$ cat src/rtl/core/lbs_pkg.sv
// shared types, constants and helpers of the labelled blob statistics block
package lbs_pkg;

   localparam int MAX_LABELS    = 64;
   localparam int LABEL_BITS    = $clog2(MAX_LABELS);
   localparam int MAX_COLUMNS   = 1024;
   localparam int MAX_ROWS      = 1024;
   localparam int MAX_PLANES    = 16;
   localparam int FRACTION_BITS = 8;

   localparam int COORD_BITS  = 10;
   localparam int PLANE_BITS  = 4;
   localparam int DIM_BITS    = 11;
   localparam int COUNT_BITS  = 25;
   localparam int SUM_BITS    = 34;
   localparam int PSUM_BITS   = 28;
   localparam int FIX_BITS    = 18;
   localparam int CPLANE_BITS = 12;
   localparam int OUT_LABEL_BITS = 7;
   localparam int CSR_INDEX_BITS = 3;
   localparam int CSR_DATA_BITS  = 25;

   // configuration register indexes
   localparam logic [CSR_INDEX_BITS-1:0] CSR_COLUMN_COUNT = 3'd0;
   localparam logic [CSR_INDEX_BITS-1:0] CSR_ROW_COUNT    = 3'd1;
   localparam logic [CSR_INDEX_BITS-1:0] CSR_PLANE_COUNT  = 3'd2;
   localparam logic [CSR_INDEX_BITS-1:0] CSR_MIN_SIZE     = 3'd3;
   localparam logic [CSR_INDEX_BITS-1:0] CSR_MAX_SIZE     = 3'd4;
   localparam logic [CSR_INDEX_BITS-1:0] CSR_MIN_RADIUS   = 3'd5;
   localparam logic [CSR_INDEX_BITS-1:0] CSR_MAX_RADIUS   = 3'd6;

   typedef struct packed {
      logic [COUNT_BITS-1:0] count;
      logic [SUM_BITS-1:0]   column_sum;
      logic [SUM_BITS-1:0]   row_sum;
      logic [PSUM_BITS-1:0]  plane_sum;
      logic [COORD_BITS-1:0] least_column;
      logic [COORD_BITS-1:0] greatest_column;
      logic [COORD_BITS-1:0] least_row;
      logic [COORD_BITS-1:0] greatest_row;
   } entry_type;

   localparam entry_type EMPTY_ENTRY = '{
      count: '0, column_sum: '0, row_sum: '0, plane_sum: '0,
      least_column: '1, greatest_column: '0, least_row: '1, greatest_row: '0};

   typedef struct packed {
      logic [OUT_LABEL_BITS-1:0] component_label;
      logic [COUNT_BITS-1:0]     pixel_count;
      logic [FIX_BITS-1:0]       centroid_column;
      logic [FIX_BITS-1:0]       centroid_row;
      logic [CPLANE_BITS-1:0]    centroid_plane;
      logic [COORD_BITS-1:0]     least_column;
      logic [COORD_BITS-1:0]     greatest_column;
      logic [COORD_BITS-1:0]     least_row;
      logic [COORD_BITS-1:0]     greatest_row;
      logic [FIX_BITS-1:0]       bound_radius;
      logic                      final_report;
      logic                      label_overflow;
   } result_type;

   typedef struct packed {
      logic                  start;
      logic [SUM_BITS-1:0]   dividend;
      logic [COUNT_BITS-1:0] divisor;
   } div_req_type;

   typedef struct packed {
      logic                done;
      logic [FIX_BITS-1:0] quotient;
   } div_rsp_type;

   // zero counts as one, anything above the limit saturates
   function automatic logic [DIM_BITS-1:0] clamp_dim(input logic [DIM_BITS-1:0] value,
                                                     input logic [DIM_BITS-1:0] limit);
      logic [DIM_BITS-1:0] r;
      if (value == '0) begin
         r = DIM_BITS'(1);
      end else if (value > limit) begin
         r = limit;
      end else begin
         r = value;
      end
      return r;
   endfunction

endpackage

$ cat src/rtl/core/lbs_divider.sv
// bit-serial restoring divider for the fixed-point centroids
module lbs_divider (
   input  logic                 clock,
   input  logic                 reset,
   input  lbs_pkg::div_req_type req,
   output lbs_pkg::div_rsp_type rsp
);

   localparam int REM_BITS = lbs_pkg::COUNT_BITS;
   localparam int HI_LSB   = lbs_pkg::FIX_BITS - lbs_pkg::FRACTION_BITS;
   localparam int CNT_BITS = $clog2(lbs_pkg::FIX_BITS + 1);

   logic [REM_BITS-1:0]              rem_ff;
   logic [lbs_pkg::FIX_BITS-1:0]     sh_ff;
   logic [lbs_pkg::COUNT_BITS-1:0]   den_ff;
   logic [CNT_BITS-1:0]              cnt_ff;
   logic                             busy_ff;
   logic                             done_ff;
   logic [REM_BITS:0]                trial;
   logic                             fits;
   logic [REM_BITS:0]                diff;

   assign trial = {rem_ff, sh_ff[lbs_pkg::FIX_BITS-1]};
   assign fits  = trial >= {1'b0, den_ff};
   assign diff  = trial - {1'b0, den_ff};

   always_ff @(posedge clock) begin
      if (req.start) begin
         // quotient fits the fixed-point width: the high part is already below the divisor
         rem_ff <= REM_BITS'(req.dividend[lbs_pkg::SUM_BITS-1:HI_LSB]);
         sh_ff  <= {req.dividend[HI_LSB-1:0], {lbs_pkg::FRACTION_BITS{1'b0}}};
         den_ff <= req.divisor;
      end else if (busy_ff) begin
         rem_ff <= fits ? diff[REM_BITS-1:0] : trial[REM_BITS-1:0];
         sh_ff  <= {sh_ff[lbs_pkg::FIX_BITS-2:0], fits};
      end
   end

   always_ff @(posedge clock) begin
      if (reset) begin
         busy_ff <= 1'b0;
         done_ff <= 1'b0;
         cnt_ff  <= '0;
      end else begin
         done_ff <= 1'b0;
         if (req.start) begin
            busy_ff <= 1'b1;
            cnt_ff  <= CNT_BITS'(lbs_pkg::FIX_BITS);
         end else if (busy_ff) begin
            cnt_ff <= cnt_ff - CNT_BITS'(1);
            if (cnt_ff == CNT_BITS'(1)) begin
               busy_ff <= 1'b0;
               done_ff <= 1'b1;
            end
         end
      end
   end

   assign rsp.done     = done_ff;
   assign rsp.quotient = sh_ff;

endmodule

$ cat config.mk
export PLATFORM = sky130hd
export DESIGN_NAME = lbs_divider
export DESIGN_NICKNAME = d
export VERILOG_FILES = /design/src/rtl/core/lbs_pkg.sv /design/src/rtl/core/lbs_divider.sv
export SDC_FILE = /design/constraint.sdc
export NUM_CORES = 1
export LEC_CHECK = 0
export BUFFER_PORTS_ARGS = -buffer_cell sky130_fd_sc_hd__buf_2
export CORE_UTILIZATION = 50
export DETAILED_ROUTE_END_ITERATION = 12
export GPL_TIMING_DRIVEN = 0
export PLACE_DENSITY = 0.72
export SETUP_SLACK_MARGIN = 0.15
export SLEW_MARGIN = 10
export SYNTH_ARGS = -nofsm -noshare
export SYNTH_HDL_FRONTEND = slang
export SYNTH_SLANG_ARGS = --single-unit
$ cat constraint.sdc
create_clock -name clock -period 4.95 [get_ports clock]
set_clock_uncertainty 0.05 [all_clocks]
set_input_delay 0.99 -clock clock [delete_from_list [all_inputs] [get_ports clock]]
set_output_delay 0.99 -clock clock [all_outputs]
set_load 0.02 [all_outputs]
======== Yosys cells after proc, flatten, opt, wreduce, memory -nomap -nowiden ========
Cells that the tools add are included.
storage, ports and cells
  flip-flop bits (word level) ............. 75
  bits in latches ......................... 0
  memory bits (writable) .................. 0
  bits in read-only memories .............. 0
  input bits .............................. 62
  output and inout bits ................... 19
  logic and storage cells ................. 28
  memories kept ........................... 0
operators by class
  $add $sub $neg .......................... 2
  multiply operators ...................... 0
  divide/modulo/power cells ............... 0
  order comparisons ....................... 1
  eq/ne operators ......................... 1
  shift operators ......................... 0
  multiplexer cells ....................... 11
  bitwise operators ....................... 1
  reductions and logical operators ........ 3
operators with widths
  operator             count
  $mux 24              2
  $mux 18              2
  $ge 26x25->1         1
  $mux 25              1
  $sub 25x25->25       1
  $mux 5               2
  $eq 5x1->1 const B   1
  $sub 5x1->5 const B  1
  $mux 1               4
  $reduce_or 3->1      1
  $reduce_bool 2->1    1
  $reduce_or 2->1      1
  $not 1->1            1

======== Depth between registers and ports, before layout ========
  depth after elaboration ................. 4
  mapped depth ............................ 12
  depth with buffers taken out ............ 11

======== Worst setup path before layout ========
No wires, ideal clock.
  path type ............................... reg-to-reg
  start ................................... register sh_ff[17] (netlist name)
  end ..................................... register rem_ff[20], data pin
  data arrival time ....................... 2.688 ns
  data required time ...................... 4.639 ns
  slack ................................... 1.951 ns
  cell stages (with the launch flop) ...... 13
  buffers on the path ..................... 1
  cell sequence ........................... edfxtp_1 -> inv_1 -> ha_1 -> fa_1 -> nor2b_1 -> o31a_1 -> o211a_1 -> nor2_1 -> o211ai_1 -> a41oi_1 -> buf_2 -> nor2_1 -> a221o_1
on the way
  word-level cells in the longest chain between the ends .. 4
  elaborated cells between the ends (all ways) .. 5
  those cells by class .................... 1 x add/sub; 1 x order compare; 3 x mux
ends and longest elaborated chain
  what                                                   line                                  text
  start: declaration                                     lbs_divider.sv:14                     logic [lbs_pkg::FIX_BITS-1:0] sh_ff;
  start signal: assignment                               lbs_divider.sv:31                     sh_ff <= {req.dividend[HI_LSB-1:0], {lbs_pkg::FRACTION_BITS{1'b0}}};
  start signal: assignment                               lbs_divider.sv:35                     sh_ff <= {sh_ff[lbs_pkg::FIX_BITS-2:0], fits};
  $sub 25x25->25 / $ge 26x25->1 (equally long branches)  lbs_divider.sv:25, lbs_divider.sv:24
  $mux 25 (*)                                            lbs_divider.sv:34                     rem_ff <= fits ? diff[REM_BITS-1:0] : trial[REM_BITS-1:0];
  $mux 24 (*)                                            lbs_divider.sv:33                     end else if (busy_ff) begin
  $mux 24 (*)                                            lbs_divider.sv:28                     if (req.start) begin
  end signal: assignment                                 lbs_divider.sv:30                     rem_ff <= REM_BITS'(req.dividend[lbs_pkg::SUM_BITS-1:HI_LSB]);
  end signal: assignment                                 lbs_divider.sv:34
  end: declaration                                       lbs_divider.sv:13                     logic [REM_BITS-1:0] rem_ff;
Mark *: on every way between the ends. The rest lies on a longest branch, timed or not. The select of a mux whose other input is x is not followed.
A chain may end at the register's enable or synchronous reset.

======== Worst setup path after layout ========
  start ................................... register rem_ff[6]
  end ..................................... register rem_ff[20], data pin
on the way
  word-level cells in the longest chain between the ends .. 4
  elaborated cells between the ends (all ways) .. 5
  those cells by class .................... 1 x add/sub; 1 x order compare; 3 x mux
ends and longest elaborated chain
  what                                                   line
  $sub 25x25->25 / $ge 26x25->1 (equally long branches)  lbs_divider.sv:25, lbs_divider.sv:24
  $mux 25 (*)                                            lbs_divider.sv:34
  $mux 24 (*)                                            lbs_divider.sv:33
  $mux 24 (*)                                            lbs_divider.sv:28
Marked as above.

==> reports/results.ini <==
[final_layout]
utilization_pct=59.86
fin_nets=616
antennaDiodeCount=0
drive_gt1_share_pct=20.90
area.growth.synth_to_final_pct=16.01

[synthesis]
synthFlopType=edfxtp_1
postSynth.asyncResetShare_pct=0
synth_edf_count=59
synthesis.nets=525
syn_area_per_cell_um2=10.29
synth_seq_area_share_pct=46.72
ys_ff_latch=75
synth_cell_types=61
yosysWarnings=0
netlist_instances=435
syn-cell-area_um2=4478

[clock_network]
clkSlewWorstSetupHoldPaths_ps=90
cts_resized=0
h-tree-depth=3
clock_latency_ps=360
cts.sinks=75
clk_path_buf_depth=2
numCtsBuffers=9
clockRootBuffer=clkbuf_8
tritoncts=built
post_cts_buffers=0
hold_buffers=0

[detailed_routing]
drcViolationCount=0
dr_total_vias=3652
firstDrtPassIters=4
ant_nets=0
routedWlPerCell_um=16.53
wl_mm=10.56
via_per_inst=5.715
drt-initial-drc-count=186

[pwr]
combPwrFrac_pct=40.3
p_leak_nw=2.328
internal-power_w=0.001346
swShare_pct=37.06
p_seq_share_pct=38.4
clkPwrFrac_pct=21.2
power_density_nw_per_um2=411.5
p_switching_w=0.0007921
ir_drop_uv=231.7

[worst_setup_path]
cp_top_family=compound AO/OA/AOI/OAI gates
r2r_slack_ps=1450
crit_top_cell=nor2_1
crit_buf_inv=1
crit_type=register to register
r2r_start=rem_ff[6]
crit_chain=ha_1, and2_4, or4_1, o211a_1, nor2_1, o211ai_1, a41oi_1, buf_2, nor2_1, a221o_1
critPathSlowestCell=or4_1
cpPeakStageDelay_ps=420
cp_max_fo=10
critPathArrivalTime_ps=3560
endpoint_kind=register
required_ps=5010
crit_start=rem_ff[6]
cp-start-kind=register

[sta]
rsz0062_at_grt=false
final_max_slew_viol_count=0
setup_ws_ps=1452
finalHoldViolCount=0
worst_pin_slew_ps=868.2
min_period_ps=3498
fmax_ghz=0.2859
slew_headroom_pct=42.12
fin_crit_sh_pct=70.66
timing.setup.tns_ps=0
setup_viol=0

[placed_design]
place_ws_ps=1363
port_buffers=80
place.gp.congestion=0.9030
detailed_place_hpwl_mm=7.644

[grt]
grt_pass1_wl_mm=17.57
grt_antenna_before_repair=0
grt-ovfl-total=0
grt_pass1_vias=3771
track_usage_pct=23.50
grt_max_degree=35

[min_path]
min_path_type=register to register
hp-start=sh_ff[0]

[floorplan]
dieArea_um2=9338
initial_core_util_pct=51.60
rows=34
die_y_um=96.64
die_x_um=96.64
core_area_um2=8678
io-pin-count=81

[outcome]
status=finished, final reports clean

[run]
cap_violations=0

-- worst register-to-register path, delay by kind of cell (launching register included) --
kind	cells	cell delay (ps)
compound gates	4	1100
fa+ha+maj	1	370
buf+inv	1	340
flops	1	410
simple gates	4	980
-- per-layer routing --
| metal | global-route usage (%) | share of wire, % | vias to the layer above |
|---|---|---|---|
| met5 | 0 | 0 | - |
| met4 | 10.45 | 2.9 | 0 |
| met3 | 7.153 | 6.3 | 27 |
| met2 | 38.46 | 47 | 124 |
| met1 | 28.51 | 44 | 1714 |
| li1 | - | - | 1787 |
-- kinds of logic (layout without fill, tap and decap cells) --
family                     after synthesis  count (layout)  share of synthesized area [%]
muxes                                   27              27                          6.091
buffers and inverters                   50             146                          4.359
adders and majority gates               28              28                          7.991
xor gates and xnor gates                20              20                          3.912
AOI/OAI and AO/OA                      116             116                          17.66
and+or+nand+nor                        119             119                          13.27
DFF                                     75              75                          46.72
-- power groups by stage --
stage	Sequential (W)	Combinational [W]	Clock, W
after global placement	0.000831	0.000832	0
after CTS	0.000822	0.000855	0.000463
after detailed placement	0.000835	0.000848	0
after floorplan	0.000833	0.000648	0
after global routing	0.000831	0.000954	0.000488
final	0.000822	0.000862	0.000453
-- synthesized netlist by cell type, drive strengths merged, types with 2 or more instances --
library cell	n	area, um2
ha	27	337.8
o211a	2	20.02
or4	3	26.27
or2	4	25.03
mux2	2	22.52
a211oi	2	15.01
or3	3	18.77
o21ai	16	80.07
nor2	43	161.4
a221o	3	30.03
nand2	24	90.09
xor2	8	70.07
mux2i	25	250.2
a21o	12	90.09
nor3	6	30.03
a21oi	34	170.2
xnor2	12	105.1
o211ai	4	30.03
and2	5	33.78
nand3b	2	15.01
nor2b	5	31.28
and3	6	37.54
nand3	6	35.03
nand4	5	31.28
o21a	7	52.55
a311oi	2	23.77
a31oi	4	25.02
a22o	10	87.58
buf	6	30.03
a211o	3	26.28
dfxtp	16	320.3
a2111oi	2	17.52
inv	30	112.6
o21bai	6	45.04
clkbuf	13	48.80
nor4b	2	17.52
edfxtp	59	1772
-- cells in the final DEF (no fill, tap or decap), types with 6 or more instances in the layout --
master    netlist  layout
a21o_1         12      12
dfxtp_1        16      16
buf_2           3      83
inv_1          30      30
and3_1          6       6
a22o_1         10      10
a21oi_1        34      34
clkbuf_1       13      13
nor2_1         43      43
xor2_1          8       8
ha_1           27      27
xnor2_1        12      12
clkbuf_8        0       9
nand2_1        24      24
o21a_1          7       7
o21bai_1        6       6
nor3_1          6       6
edfxtp_1       59      59
o21ai_0        11      11
mux2i_1        25      25
-- worst paths after layout --
path,endpoint,cells past startpoint
min,sh_ff[0],2
max reg2reg,rem_ff[20],10
min reg2reg,sh_ff[0],2
max,rem_ff[20],10
-- area by class of cell --
class                      instances  area, um2
buffer                            19      78.83
tap                              108      135.1
multi-input combinational        310       2191
timing repair buffer              80      400.4
fill                             749       3483
inverter                          31      116.4
clock buffer                       9      123.9
sequential                        75       2092
clock inverter                     7      57.56
-- registers in the layout (all words and copies together), names as in the netlist --
| register | flops |
|---|---|
| done_ff | 1 |
| den_ff | 25 |
| rem_ff | 25 |
| sh_ff | 18 |
| busy_ff | 1 |
| cnt_ff | 5 |
-- stage by stage --
stage               hold WS [ps]  total power (W)  std cells  cell area [um2]
floorplan                  453.6         0.001480        435             4478
global placement           448.1         0.001663        623             5014
detailed placement         457.0         0.001683        623             5014
CTS                        471.3         0.002140        639             5195
global route               507.1         0.002274        639             5195
finish                     464.3         0.002138        639             5195
Power figures use the tool's default switching activity.
